`src/design/cem_pkg.sv`:
```
// ----------------------------------------------------------------------------
// cem_pkg
// Shared constants, types and state encoding for the coalescing extent map.
// ----------------------------------------------------------------------------
`default_nettype none

package cem_pkg;

  localparam int MAX_EXTENTS = 16;
  localparam int IDX_W       = $clog2(MAX_EXTENTS);
  localparam int CNT_W       = $clog2(MAX_EXTENTS + 1);
  localparam int START_W     = 32;
  localparam int LEN_W       = 33;
  localparam int ENT_W       = START_W + LEN_W;
  localparam int CNT_OUT_W   = 5;
  localparam int PADDR_W     = 3;

  localparam logic       FUNC_LOOKUP     = 1'b1;
  localparam logic       REG_OBJ_SIZE    = 1'b0;
  localparam logic [31:0] OBJ_SIZE_RST   = 32'd4194304;

  typedef enum logic [2:0] {
    ST_IDLE,
    ST_RD,
    ST_EV,
    ST_DEC,
    ST_MV_RD,
    ST_MV_WR,
    ST_WR_HEAD,
    ST_FIN
  } eng_state_t;

  typedef struct packed {
    logic                covered;
    logic                fully_cached;
    logic [LEN_W-1:0]    total_bytes;
    logic [CNT_W-1:0]    extent_count;
    logic                table_full;
    logic [31:0]         update_count;
  } res_t;

endpackage

`default_nettype wire

```
`src/design/cem_ram.sv`:
```
// ----------------------------------------------------------------------------
// cem_ram
// Simple dual-port RAM, one write and one read port, registered read data.
// ----------------------------------------------------------------------------
`default_nettype none

module cem_ram #(
  parameter int DEPTH = 16,
  parameter int WIDTH = 65
) (
  input  wire logic                     clk,
  input  wire logic                     we,
  input  wire logic [$clog2(DEPTH)-1:0] waddr,
  input  wire logic [WIDTH-1:0]         wdata,
  input  wire logic [$clog2(DEPTH)-1:0] raddr,
  output logic      [WIDTH-1:0]         rdata
);

  logic [WIDTH-1:0] mem [DEPTH];
  logic [WIDTH-1:0] rdata_r;

  always_ff @(posedge clk) begin
    if (we) begin
      mem[waddr] <= wdata;
    end
    rdata_r <= mem[raddr];
  end

  assign rdata = rdata_r;

endmodule

`default_nettype wire

```
`src/design/cem_engine.sv`:
```
// ----------------------------------------------------------------------------
// cem_engine
// Sequencer that scans, merges and compacts the extent table held in RAM.
// ----------------------------------------------------------------------------
`default_nettype none

module cem_engine import cem_pkg::*; (
  input  wire logic        clk,
  input  wire logic        rst_n,
  input  wire logic        req_valid,
  input  wire logic        req_func,
  input  wire logic [31:0] req_offset,
  input  wire logic [31:0] req_length,
  input  wire logic [31:0] obj_size,
  output logic             busy,
  output logic             res_valid,
  input  wire logic        res_ready,
  output res_t             res
);

  eng_state_t state_r, state_nxt;

  logic [CNT_W-1:0]   count_r, count_nxt;
  logic [LEN_W-1:0]   total_r, total_nxt;
  logic               fc_r, fc_nxt;
  logic [31:0]        upd_r, upd_nxt;

  logic               op_r, op_nxt;
  logic [31:0]        lo_r, lo_nxt;
  logic [LEN_W-1:0]   hi_r, hi_nxt;
  logic [CNT_W-1:0]   idx_r, idx_nxt;
  logic [CNT_W-1:0]   first_r, first_nxt;
  logic [CNT_W-1:0]   stop_r, stop_nxt;
  logic               found_r, found_nxt;
  logic [31:0]        newlo_r, newlo_nxt;
  logic [LEN_W-1:0]   newhi_r, newhi_nxt;
  logic [LEN_W-1:0]   sub_r, sub_nxt;
  logic               cov_r, cov_nxt;
  logic               full_r, full_nxt;
  logic               up_r, up_nxt;
  logic [CNT_W-1:0]   src_r, src_nxt;
  logic [CNT_W-1:0]   dst_r, dst_nxt;
  logic [CNT_W-1:0]   end_r, end_nxt;

  logic               ram_we;
  logic [IDX_W-1:0]   ram_waddr;
  logic [ENT_W-1:0]   ram_wdata;
  logic [IDX_W-1:0]   ram_raddr;
  logic [ENT_W-1:0]   ram_rdata;

  // Moves read an entry before any write to it, so no forwarding.
  cem_ram #(
    .DEPTH (MAX_EXTENTS),
    .WIDTH (ENT_W)
  ) u_ram (
    .clk   (clk),
    .we    (ram_we),
    .waddr (ram_waddr),
    .wdata (ram_wdata),
    .raddr (ram_raddr),
    .rdata (ram_rdata)
  );

  logic [31:0]      ent_s;
  logic [LEN_W-1:0] ent_l;
  logic [LEN_W-1:0] ent_e;
  logic [CNT_W-1:0] span;
  logic [LEN_W-1:0] newlen;
  logic [LEN_W-1:0] inslen;
  logic             brk;

  assign ent_s  = ram_rdata[ENT_W-1:LEN_W];
  assign ent_l  = ram_rdata[LEN_W-1:0];
  assign ent_e  = {1'b0, ent_s} + ent_l;
  assign span   = CNT_W'(stop_r - first_r - 1'b1);
  assign newlen = newhi_r - {1'b0, newlo_r};
  assign inslen = hi_r - {1'b0, lo_r};

  always_ff @(posedge clk) begin
    if (!rst_n) begin
      state_r <= ST_IDLE;
      count_r <= '0;
      total_r <= '0;
      fc_r    <= 1'b0;
      upd_r   <= '0;
    end else begin
      state_r <= state_nxt;
      count_r <= count_nxt;
      total_r <= total_nxt;
      fc_r    <= fc_nxt;
      upd_r   <= upd_nxt;
    end
  end

  always_ff @(posedge clk) begin
    op_r    <= op_nxt;
    lo_r    <= lo_nxt;
    hi_r    <= hi_nxt;
    idx_r   <= idx_nxt;
    first_r <= first_nxt;
    stop_r  <= stop_nxt;
    found_r <= found_nxt;
    newlo_r <= newlo_nxt;
    newhi_r <= newhi_nxt;
    sub_r   <= sub_nxt;
    cov_r   <= cov_nxt;
    full_r  <= full_nxt;
    up_r    <= up_nxt;
    src_r   <= src_nxt;
    dst_r   <= dst_nxt;
    end_r   <= end_nxt;
  end

  always_comb begin
    state_nxt = state_r;
    count_nxt = count_r;
    total_nxt = total_r;
    fc_nxt    = fc_r;
    upd_nxt   = upd_r;
    op_nxt    = op_r;
    lo_nxt    = lo_r;
    hi_nxt    = hi_r;
    idx_nxt   = idx_r;
    first_nxt = first_r;
    stop_nxt  = stop_r;
    found_nxt = found_r;
    newlo_nxt = newlo_r;
    newhi_nxt = newhi_r;
    sub_nxt   = sub_r;
    cov_nxt   = cov_r;
    full_nxt  = full_r;
    up_nxt    = up_r;
    src_nxt   = src_r;
    dst_nxt   = dst_r;
    end_nxt   = end_r;
    ram_we    = 1'b0;
    ram_waddr = first_r[IDX_W-1:0];
    ram_wdata = {newlo_r, newlen};
    ram_raddr = idx_r[IDX_W-1:0];
    res_valid = 1'b0;
    brk       = 1'b0;

    case (state_r)
      ST_IDLE: begin
        if (req_valid) begin
          op_nxt    = req_func;
          lo_nxt    = req_offset;
          hi_nxt    = {1'b0, req_offset} + {1'b0, req_length};
          idx_nxt   = '0;
          first_nxt = '0;
          found_nxt = 1'b0;
          cov_nxt   = 1'b0;
          full_nxt  = 1'b0;
          if (req_func != FUNC_LOOKUP) begin
            upd_nxt = upd_r + 32'd1;
          end
          if (count_r != '0) begin
            state_nxt = ST_RD;
          end else if (req_func == FUNC_LOOKUP) begin
            state_nxt = ST_FIN;
          end else begin
            state_nxt = ST_DEC;
          end
        end
      end

      ST_RD: begin
        ram_raddr = idx_r[IDX_W-1:0];
        state_nxt = ST_EV;
      end

      ST_EV: begin
        if (op_r == FUNC_LOOKUP) begin
          if ({1'b0, ent_s} <= {1'b0, lo_r} && ent_e >= hi_r) begin
            cov_nxt = 1'b1;
          end
        end else if (!found_r) begin
          if (ent_e < {1'b0, lo_r}) begin
            first_nxt = CNT_W'(idx_r + 1'b1);
          end else if ({1'b0, ent_s} <= hi_r) begin
            found_nxt = 1'b1;
            stop_nxt  = CNT_W'(idx_r + 1'b1);
            newlo_nxt = (ent_s < lo_r) ? ent_s : lo_r;
            newhi_nxt = (ent_e > hi_r) ? ent_e : hi_r;
            sub_nxt   = ent_l;
          end else begin
            brk = 1'b1;
          end
        end else begin
          if ({1'b0, ent_s} <= hi_r) begin
            stop_nxt  = CNT_W'(idx_r + 1'b1);
            newhi_nxt = (ent_e > hi_r) ? ent_e : hi_r;
            sub_nxt   = sub_r + ent_l;
          end else begin
            brk = 1'b1;
          end
        end
        idx_nxt = CNT_W'(idx_r + 1'b1);
        if (CNT_W'(idx_r + 1'b1) == count_r || brk) begin
          state_nxt = (op_r == FUNC_LOOKUP) ? ST_FIN : ST_DEC;
        end else begin
          state_nxt = ST_RD;
        end
      end

      ST_DEC: begin
        if (found_r) begin
          // merged extent lands in the first spanned slot
          ram_we    = 1'b1;
          ram_waddr = first_r[IDX_W-1:0];
          ram_wdata = {newlo_r, newlen};
          total_nxt = total_r - sub_r + newlen;
          count_nxt = count_r - span;
          if (count_nxt == CNT_W'(1) && newlo_r == '0 && newlen == {1'b0, obj_size}) begin
            fc_nxt = 1'b1;
          end
          if (stop_r == count_r) begin
            state_nxt = ST_FIN;
          end else begin
            up_nxt    = 1'b0;
            src_nxt   = stop_r;
            dst_nxt   = CNT_W'(first_r + 1'b1);
            end_nxt   = count_r;
            state_nxt = ST_MV_RD;
          end
        end else if (hi_r == {1'b0, lo_r}) begin
          state_nxt = ST_FIN;
        end else if (count_r == CNT_W'(MAX_EXTENTS)) begin
          full_nxt  = 1'b1;
          state_nxt = ST_FIN;
        end else begin
          total_nxt = total_r + inslen;
          count_nxt = CNT_W'(count_r + 1'b1);
          if (count_r == '0 && lo_r == '0 && inslen == {1'b0, obj_size}) begin
            fc_nxt = 1'b1;
          end
          if (first_r == count_r) begin
            state_nxt = ST_WR_HEAD;
          end else begin
            up_nxt    = 1'b1;
            src_nxt   = CNT_W'(count_r - 1'b1);
            dst_nxt   = count_r;
            state_nxt = ST_MV_RD;
          end
        end
      end

      ST_MV_RD: begin
        ram_raddr = src_r[IDX_W-1:0];
        state_nxt = ST_MV_WR;
      end

      ST_MV_WR: begin
        ram_we    = 1'b1;
        ram_waddr = dst_r[IDX_W-1:0];
        ram_wdata = ram_rdata;
        if (up_r) begin
          src_nxt   = CNT_W'(src_r - 1'b1);
          dst_nxt   = CNT_W'(dst_r - 1'b1);
          state_nxt = (CNT_W'(dst_r - 1'b1) == first_r) ? ST_WR_HEAD : ST_MV_RD;
        end else begin
          src_nxt   = CNT_W'(src_r + 1'b1);
          dst_nxt   = CNT_W'(dst_r + 1'b1);
          state_nxt = (CNT_W'(src_r + 1'b1) == end_r) ? ST_FIN : ST_MV_RD;
        end
      end

      ST_WR_HEAD: begin
        ram_we    = 1'b1;
        ram_waddr = first_r[IDX_W-1:0];
        ram_wdata = {lo_r, inslen};
        state_nxt = ST_FIN;
      end

      ST_FIN: begin
        res_valid = 1'b1;
        if (res_ready) begin
          state_nxt = ST_IDLE;
        end
      end

      default: begin
        state_nxt = ST_IDLE;
      end
    endcase
  end

  assign busy             = (state_r != ST_IDLE);
  assign res.covered      = cov_r;
  assign res.fully_cached = fc_r;
  assign res.total_bytes  = total_r;
  assign res.extent_count = count_r;
  assign res.table_full   = full_r;
  assign res.update_count = upd_r;

endmodule

`default_nettype wire

```
`src/design/coalescing_extent_map.sv`:
```
// ----------------------------------------------------------------------------
// coalescing_extent_map
// Sorted table of disjoint byte extents with merge-on-insert and coverage test.
// ----------------------------------------------------------------------------
// Each request walks the extent table in RAM, a RAM read and then an
// evaluate step per stored extent visited. A lookup visits every stored
// extent. An update scans up to the first extent past the new range, then
// reads and writes back each extent moved when the table is compacted after a
// merge or opened up for an insert, after a decision step; an insert ends
// with a write of the new entry. The single RAM read port serialises reads.
// The next request is taken while the previous result waits in the output
// register. Extent count, total bytes and the table fill level are held in
// registers, so no clearing pass follows reset.
// ----------------------------------------------------------------------------
`default_nettype none

module coalescing_extent_map import cem_pkg::*; (
  input  wire logic               clk,
  input  wire logic               rst_n,
  input  wire logic               in_valid,
  output logic                    in_stall,
  input  wire logic               in_func,
  input  wire logic [31:0]        in_offset,
  input  wire logic [31:0]        in_length,
  output logic                    out_valid,
  input  wire logic               out_stall,
  output logic                    out_covered,
  output logic                    out_fully_cached,
  output logic [LEN_W-1:0]        out_total_bytes,
  output logic [CNT_OUT_W-1:0]    out_extent_count,
  output logic                    out_table_full,
  output logic [31:0]             out_update_count,
  input  wire logic               cfg_psel,
  input  wire logic               cfg_penable,
  input  wire logic               cfg_pwrite,
  input  wire logic [PADDR_W-1:0] cfg_paddr,
  input  wire logic [31:0]        cfg_pwdata,
  output logic [31:0]             cfg_prdata,
  output logic                    cfg_pready
);

  logic [31:0] obj_size_r;
  logic        busy;
  logic        res_valid;
  logic        res_ready;
  res_t        res;

  logic        out_valid_r, out_valid_nxt;
  res_t        out_res_r;

  assign cfg_pready = 1'b1;
  assign cfg_prdata = (cfg_paddr[2] == REG_OBJ_SIZE) ? obj_size_r : 32'd0;

  always_ff @(posedge clk) begin
    if (!rst_n) begin
      obj_size_r <= OBJ_SIZE_RST;
    end else if (cfg_psel && cfg_penable && cfg_pwrite && cfg_pready
                 && cfg_paddr[2] == REG_OBJ_SIZE) begin
      obj_size_r <= cfg_pwdata;
    end
  end

  cem_engine u_engine (
    .clk         (clk),
    .rst_n       (rst_n),
    .req_valid   (in_valid),
    .req_func    (in_func),
    .req_offset  (in_offset),
    .req_length  (in_length),
    .obj_size    (obj_size_r),
    .busy        (busy),
    .res_valid   (res_valid),
    .res_ready   (res_ready),
    .res         (res)
  );

  assign in_stall  = busy;
  assign res_ready = !out_valid_r || !out_stall;

  always_comb begin
    if (res_valid && res_ready) begin
      out_valid_nxt = 1'b1;
    end else if (out_stall) begin
      out_valid_nxt = out_valid_r;
    end else begin
      out_valid_nxt = 1'b0;
    end
  end

  always_ff @(posedge clk) begin
    if (!rst_n) begin
      out_valid_r <= 1'b0;
    end else begin
      out_valid_r <= out_valid_nxt;
    end
  end

  always_ff @(posedge clk) begin
    if (res_valid && res_ready) begin
      out_res_r <= res;
    end
  end

  assign out_valid        = out_valid_r;
  assign out_covered      = out_res_r.covered;
  assign out_fully_cached = out_res_r.fully_cached;
  assign out_total_bytes  = out_res_r.total_bytes;
  assign out_extent_count = CNT_OUT_W'(out_res_r.extent_count);
  assign out_table_full   = out_res_r.table_full;
  assign out_update_count = out_res_r.update_count;

endmodule

`default_nettype wire

```
`config.mk`:
```
export PLATFORM = sky130hd
export DESIGN_NAME = coalescing_extent_map
export DESIGN_NICKNAME = d
export VERILOG_FILES = /design/src/design/cem_pkg.sv /design/src/design/cem_ram.sv /design/src/design/cem_engine.sv /design/src/design/coalescing_extent_map.sv
export SDC_FILE = /design/constraint.sdc
export NUM_CORES = 2
export LEC_CHECK = 0
export ABC_AREA = 1
export BUFFER_PORTS_ARGS = -buffer_cell sky130_fd_sc_hd__buf_2
export CORE_ASPECT_RATIO = 1.25
export CORE_MARGIN = 2
export CORE_UTILIZATION = 40
export DETAILED_ROUTE_END_ITERATION = 10
export PLACE_DENSITY_LB_ADDON = 0.2
export SYNTH_ARGS = -nofsm -noshare
export SYNTH_HDL_FRONTEND = slang
export SYNTH_SLANG_ARGS = --single-unit
```
`constraint.sdc`:
```
create_clock -name clk -period 7.08 [get_ports clk]
set_input_delay 0 -clock clk [delete_from_list [all_inputs] [get_ports clk]]
set_output_delay 0 -clock clk [all_outputs]
set_load 0.05 [all_outputs]
```
## Word level (Yosys, flattened, before mapping)

Memory sizes are Yosys's and may differ from the RTL's. A register that Yosys moved wholly into a read port is not among the register bits.
Index checks and enable logic that the tools add are counted.

- Register bits after elaboration: 378
- Memory bits (writable): 1040
- Output and inout port bits: 108
- Logic and storage cells: 234
- Memories: 1

- Add/subtract/negate cells: 20
- $lt $le $gt $ge: 6
- Equal/unequal tests: 39
- Multiplexer cells: 92
- Bitwise logic cells: 6
- Reductions and logical operators: 41

Memory list:

| name | words | bits a word | rd ports | clocked after Yosys merged registers in | write ports | line | source |
|---|---|---|---|---|---|---|---|
| u_engine.u_ram.mem | 16 | 65 | 1 | 1 | 1 | cem_ram.sv:19 | `logic [WIDTH-1:0] mem [DEPTH];` |

Operator list:

| cell | count |
|---|---|
| 33-bit 2-to-1 mux | 11 |
| 65-bit case mux with 2 select lines | 1 |
| 5-bit 2-to-1 mux | 22 |
| 33-bit adder | 3 |
| 33-bit by 32-bit equality test with 1-bit output | 3 |
| 33-bit by 32-bit subtractor with 33-bit output | 2 |
| 32-bit logical NOT | 2 |
| 32-bit 2-to-1 mux | 2 |
| 5-bit case mux with 2 select lines | 4 |
| 5-bit AND reduction | 7 |
| 32-bit by 32-bit adder with 33-bit output | 1 |
| 32-bit by 33-bit adder with 33-bit output | 1 |
| 33-bit greater-or-equal comparator | 1 |
| 33-bit > comparator | 1 |
| 32-bit by 33-bit less-or-equal comparator with 1-bit output | 1 |
| 33-bit by 32-bit < comparator with 1-bit output | 1 |
| 33-bit subtractor | 1 |
| 32-bit by 1-bit adder with 32-bit output, second input constant | 1 |
| 32-bit less-or-equal comparator | 1 |
| 32-bit < comparator | 1 |
| 1-bit 2-to-1 mux | 31 |
| 3-bit 2-to-1 mux | 10 |
| 5-bit by 1-bit adder with 5-bit output, second input constant | 5 |
| 5-bit equality test | 5 |
| other kinds (28) | 86 |

## Logic depth before layout (Yosys ltp)

- Word-level depth: 9
- Depth in mapped cells: 31
- Depth with buffers taken out: 31

## By module

From an unflattened synthesis, not the netlist that was laid out.

- Cell total of the unflattened synthesis: 9346
- Area total of the unflattened synthesis: 81489.4 µm²

By module, submodules not included:

| module | instances | cells each | area an instance (µm²) | sequential area each (µm²) |
|---|---|---|---|---|
| cem_ram | 1 | 4276 | 45932.8 | 32531.2 |
| cem_engine | 1 | 4712 | 31637.8 | 7427.1 |
| coalescing_extent_map | 1 | 358 | 3918.8 | 2852.7 |

## Least setup slack after synthesis

Ideal clock, no wire load.

- Kind: register to register
- Start point: register u_engine.u_ram.rdata_r[0], in the netlist u_engine.u_ram.rdata[0], read port of u_engine.u_ram.mem
- End point: register u_engine.newlo_r[0] (enable)
- Library setup time: 0.461 ns
- Data arrival time: 5.734 ns
- Required time: 6.619 ns
- Path slack: 0.885 ns
- Stages on the path, launching flop included: 27
- Buffers on the path: 0
- Period minus slack after synthesis: 6.195 ns
- Path through: dfxtp_1 ha_1 fa_1 nand3_1 nand2_1 a21oi_1 o21ai_1 a21oi_1 o21ai_1 a21boi_1 o21bai_1 a21oi_1 xor2_1 inv_1 ha_1 nand4_1 nor3_1 nand2_1 inv_1 nor2_1 o21ai_0 nand2_1 nand2_1 nand2_1 nand3_1 nand2_1 nor3_1

- Longest elaborated chain between the ends: 4

RTL lines:

| element | line | source |
|---|---|---|
| from (decl) | cem_ram.sv:20 | `logic [WIDTH-1:0] rdata_r;` |
| 32-bit by 33-bit adder with 33-bit output | cem_engine.sv:74 | `assign ent_e = {1'b0, ent_s} + ent_l;` |
| 33-bit by 32-bit < comparator with 1-bit output | cem_engine.sv:178 | `if (ent_e < {1'b0, lo_r}) begin` |
| 1-bit inverter (no source line) | n/a |  |
| 5-bit AND reduction (no source line) | n/a |  |
| to (signal assigned) | cem_engine.sv:103 | `newlo_r <= newlo_nxt;` |
| to (decl) | cem_engine.sv:35 | `logic [31:0] newlo_r, newlo_nxt;` |

No other way between the ends.
A chain may end at the register's enable or synchronous reset.

## Worst setup path in the final report

- Start point: register u_engine.u_ram.rdata_r[0], in the netlist u_engine.u_ram.rdata[0], read port of u_engine.u_ram.mem
- End point: register u_engine.newlo_r[12] (enable)

Same word-level chain as after synthesis.

==> metrics.md <==
| Metric | Value |
|---|---|
| Area contributors post-synth | edfxtp_1, ha_1, o21ai_0 |
| F_max | 164 MHz |
| CP max stage delay | 0.46 ns |
| Nets | 8,342 |
| Final Non-Filler Cells | 10,500 |
| Routability Congestion | 1.04 |
| Fillers | roughly 18,000 |
| Via total after detailed routing | around 60,000 |
| Most common cell in the netlist | edfxtp_1 |
| Multiplexer share of the synthesized area | 0% |
| Top routing layer used | met4 |
| Critical path capture point type | flop |
| Deepest clock path buffer count | 3 |
| Synthesized Nets | roughly 8,000 |
| IO Pins | 215 |
| Tcrit/Tclk final | 86.0% |
| Cell depth of the worst flop-to-flop path | 27 |
| Post-Place Cells | ~10,000 |
| Max IR drop VDD | 0.545 mV |
| Die width | 393 um |
| PostCTS Resize Cnt | 0 |
| Routed wl met3 | 17.7 mm |
| Share of the synthesized area in the top cell type | 52.1% |
| Vias in the first global route | 56,800 |
| Chip Height | 490 um |
| CP arrival | 6.51 ns |
| Die Area | 0.192 mm2 |
| Crit-path most repeated cell | nand2_1 |
| Avg Synthesized Cell Area | 10.1 um2 |
| Startpoint Class | flop |
| Met2 routed WL | 129 mm |
| Area of the multi-input gates | 0.0294 mm2 |
| Final Hold Vio Count | 0 |
| P&R area growth vs syn | 14.5% |
| Worst EP required | 7.50 ns |
| Drt total wl | about 270 mm |
| Post-CTS Setup Bufs | 0 |
| Sequential-to-total area share from yosys stat | 56.7% |
| Overall global routing resource usage | 28.1% |
| Wl on met1 | 114 mm |
| Placed cell areas | 0.0799 mm2 |
| Critical path's slowest cell | buf_4 |
| Core Area | approximately 0.19 mm2 |
| CTS tree | yes |
| Worst rel slew slack | about 17% |
| First-pass GRT wire length | 392 mm |
| Layout cells sized above 1 | 8.33% |
| Top_reg_cell synth | edfxtp_1 |
| Min cycle time layout | 6.09 ns |
| 1st-pass router iterations | 7 |
| Largest fanout on the critical path | 32 |
| Top post-synthesis cells by count | edfxtp_1, nand2_1, nor2_1 |
| Cells after synthesis | 7,509 |
| Unique cell type count in the Yosys netlist | 75 |
| Leading area contributor after synthesis | edfxtp_1 |
| Fin. max-slew vios | 0 |
| CTS root buf | clkbuf_16 |
| Leak | 32.6 nW |
| Finished Core Util | 46.0% |
| DP HPWL | 189 mm |
| WS Path Type | flop to flop |
| Antenna Nets Post-Route | 0 |
| Simple-gate portion of the synthesized area | 14.1% |
| Largest delay share family, worst path | compound AO/OA/AOI/OAI gates |
| CP Buf/Inv Count | 3 |
| Synthesized cell area | 0.0755 mm2 |
| DRC | 0 |
| Worst Skew | 0.0454 ns |
| Asr flop ratio synth | 0% |
| Latest clock arrival within the worst-skew pair | 0.82 ns |
| Combinational family with the most area after synthesis | compound AO/OA/AOI/OAI gates |
| IO Port Bufs | 211 |
| # clock sinks | 1,483 |
| Post-Synth Adder-Cell Area | 7.18% |
| Wire length per cell | 26.2 um |
| Yosys warns | 0 |
| Clock Pin Slew Worst Setup and Hold Paths | about 0.060 ns |
| Xor/xnor cell area share of the yosys netlist | 2.27% |
| Outcome | completed |
| Drt initial violations | 5,720 |
| CTS Buf Count | 152 |
| Fin area | between 0.08 and 0.09 mm2 |
| Initial core utilization | 40.2% |
| Storage cell area | 0.0428 mm2 |
| RSZ-0062 raised after global routing | false |
| PwrDens | 507 mW/mm2 |
| Yosys reg bits | 1,483 |
| H-tree depth | 4 |
| Dpl ws | 1.12 ns |
| Critical Path Stages | 27 |
| Final setup fails | 0 |
| Final setup TNS | 0 ns |
| GRT Residual Overflow | 0 |
| Post-synth EDFFs | around 1,300 |
| Initial antenna violation count | 7 |
| Largest net degree at the start of global routing | 215 |
| Hold Buf Count CTS | 153 |
| Max_cap viols | 0 |
| Fin worst setup slack | 0.990 ns |
| Synth Area in Compound Gates | 15.0% |
| Worst hold path stage count | 4 |
| Worst-Margin Slew | 1.24 ns |
| Worst hold path class | primary input to flop |
| Vias/cell | ~5.7 |
| Row Count | 178 |
per-stage QoR:
stage / hold slack (ns) / total power [mW]
after global placement: 0.198 / 35.3
after floorplan: 0.0989 / 26.7
after global routing: 0.0251 / 46.5
after detailed placement: 0.199 / 35.5
after CTS: 0.000229 / 43.6
final: 0.0549 / 43.8
power breakdown:
| group | internal (mW) | switching, mW | total (mW) | leakage (nW) |
|---|---|---|---|---|
| Sequential | 11.7 | 1.10 | 12.8 | 13.2 |
| Combinational | 6.54 | 16.4 | 22.9 | 17.0 |
| Clock | 4.48 | 3.59 | 8.07 | 2.40 |
kinds of logic (layout without fill, tap and decap cells):
family	Yosys count	in the layout
simple gates	2567	2567
compound gates	1915	1915
flops	1483	1483
buf+inv	957	1403
fa+ha+maj	408	408
xor+xnor	178	178
other cells	1	4
sequential cells by signal, indices dropped and copies added, names as in the netlist, 32 cells and up:
register	count
out_total_bytes	33
out_update_count	32
u_engine.total_r	33
u_engine.upd_r	32
u_engine.sub_r	33
u_engine.u_ram.rdata	65
obj_size_r	32
u_engine.lo_r	32
u_engine.newlo_r	32
u_engine.hi_r	33
u_engine.u_ram.mem	1040
u_engine.newhi_r	33
final cells by class:
class | instances | area share (%)
sequential | 1483 | 49.5
clock buffer | 206 | 4.79
multi-input combinational | 5069 | 34.0
timing repair buffer | 471 | 4.24
clock inverter | 76 | 0.997
tap | 2520 | 3.65
antenna | 3 | 0.00868
inverter | 650 | 2.85
tightest hold or removal path, cell delays in order:
cell	delay, ns
dlygate4sd3_1	0.53
buf_2	0.10
o21ai_0	0.07
a21oi_1	0.11
path summary, 6_finish.rpt:
path                                                       end                            start  slack, ns
worst max-delay path            u_engine.newlo_r[12]$_DFFE_PP_  u_engine.u_ram.rdata[0]$_DFF_P_       0.99
worst min-delay path               obj_size_r[14]$_SDFFE_PN0P_                   cfg_pwdata[14]       0.05
worst max register to register  u_engine.newlo_r[12]$_DFFE_PP_  u_engine.u_ram.rdata[0]$_DFF_P_       0.99
worst min register to register        out_table_full$_DFFE_PP_        u_engine.full_r$_DFFE_PP_       0.41
layer usage:
layer  up-vias  track usage (%)
met5         -                0
met4         0             13.1
met3       453             4.01
met2      2192             46.1
met1     29200             36.7
li1      27500                -
layout by cell type, fill, tap and decap left out, types with 26 or more instances in the layout:
| cell | Yosys | layout |
|---|---|---|
| edfxtp_1 | 1311 | 1311 |
| nor2_1 | 925 | 908 |
| buf_4 | 2 | 85 |
| o21ai_0 | 862 | 859 |
| inv_1 | 633 | 628 |
| nor4_1 | 30 | 30 |
| o211ai_1 | 128 | 128 |
| a21oi_1 | 428 | 428 |
| buf_2 | 13 | 211 |
| o221ai_1 | 237 | 220 |
| fa_1 | 42 | 42 |
| ha_1 | 366 | 366 |
| clkbuf_16 | 0 | 155 |
| o21a_1 | 31 | 31 |
| a31oi_1 | 26 | 26 |
| xnor2_1 | 60 | 60 |
| clkbuf_1 | 274 | 43 |
| o21ai_1 | 31 | 32 |
| clkinv_1 | 5 | 29 |
| dlygate4sd3_1 | 0 | 153 |
| nor3_1 | 65 | 63 |
| nand4_1 | 59 | 59 |
| xor2_1 | 106 | 106 |
| dfxtp_1 | 172 | 172 |
| o22ai_1 | 72 | 72 |
| nand3_1 | 308 | 308 |
| nand2_1 | 1111 | 1109 |
Note: power is estimated with default switching activity, not from simulation.
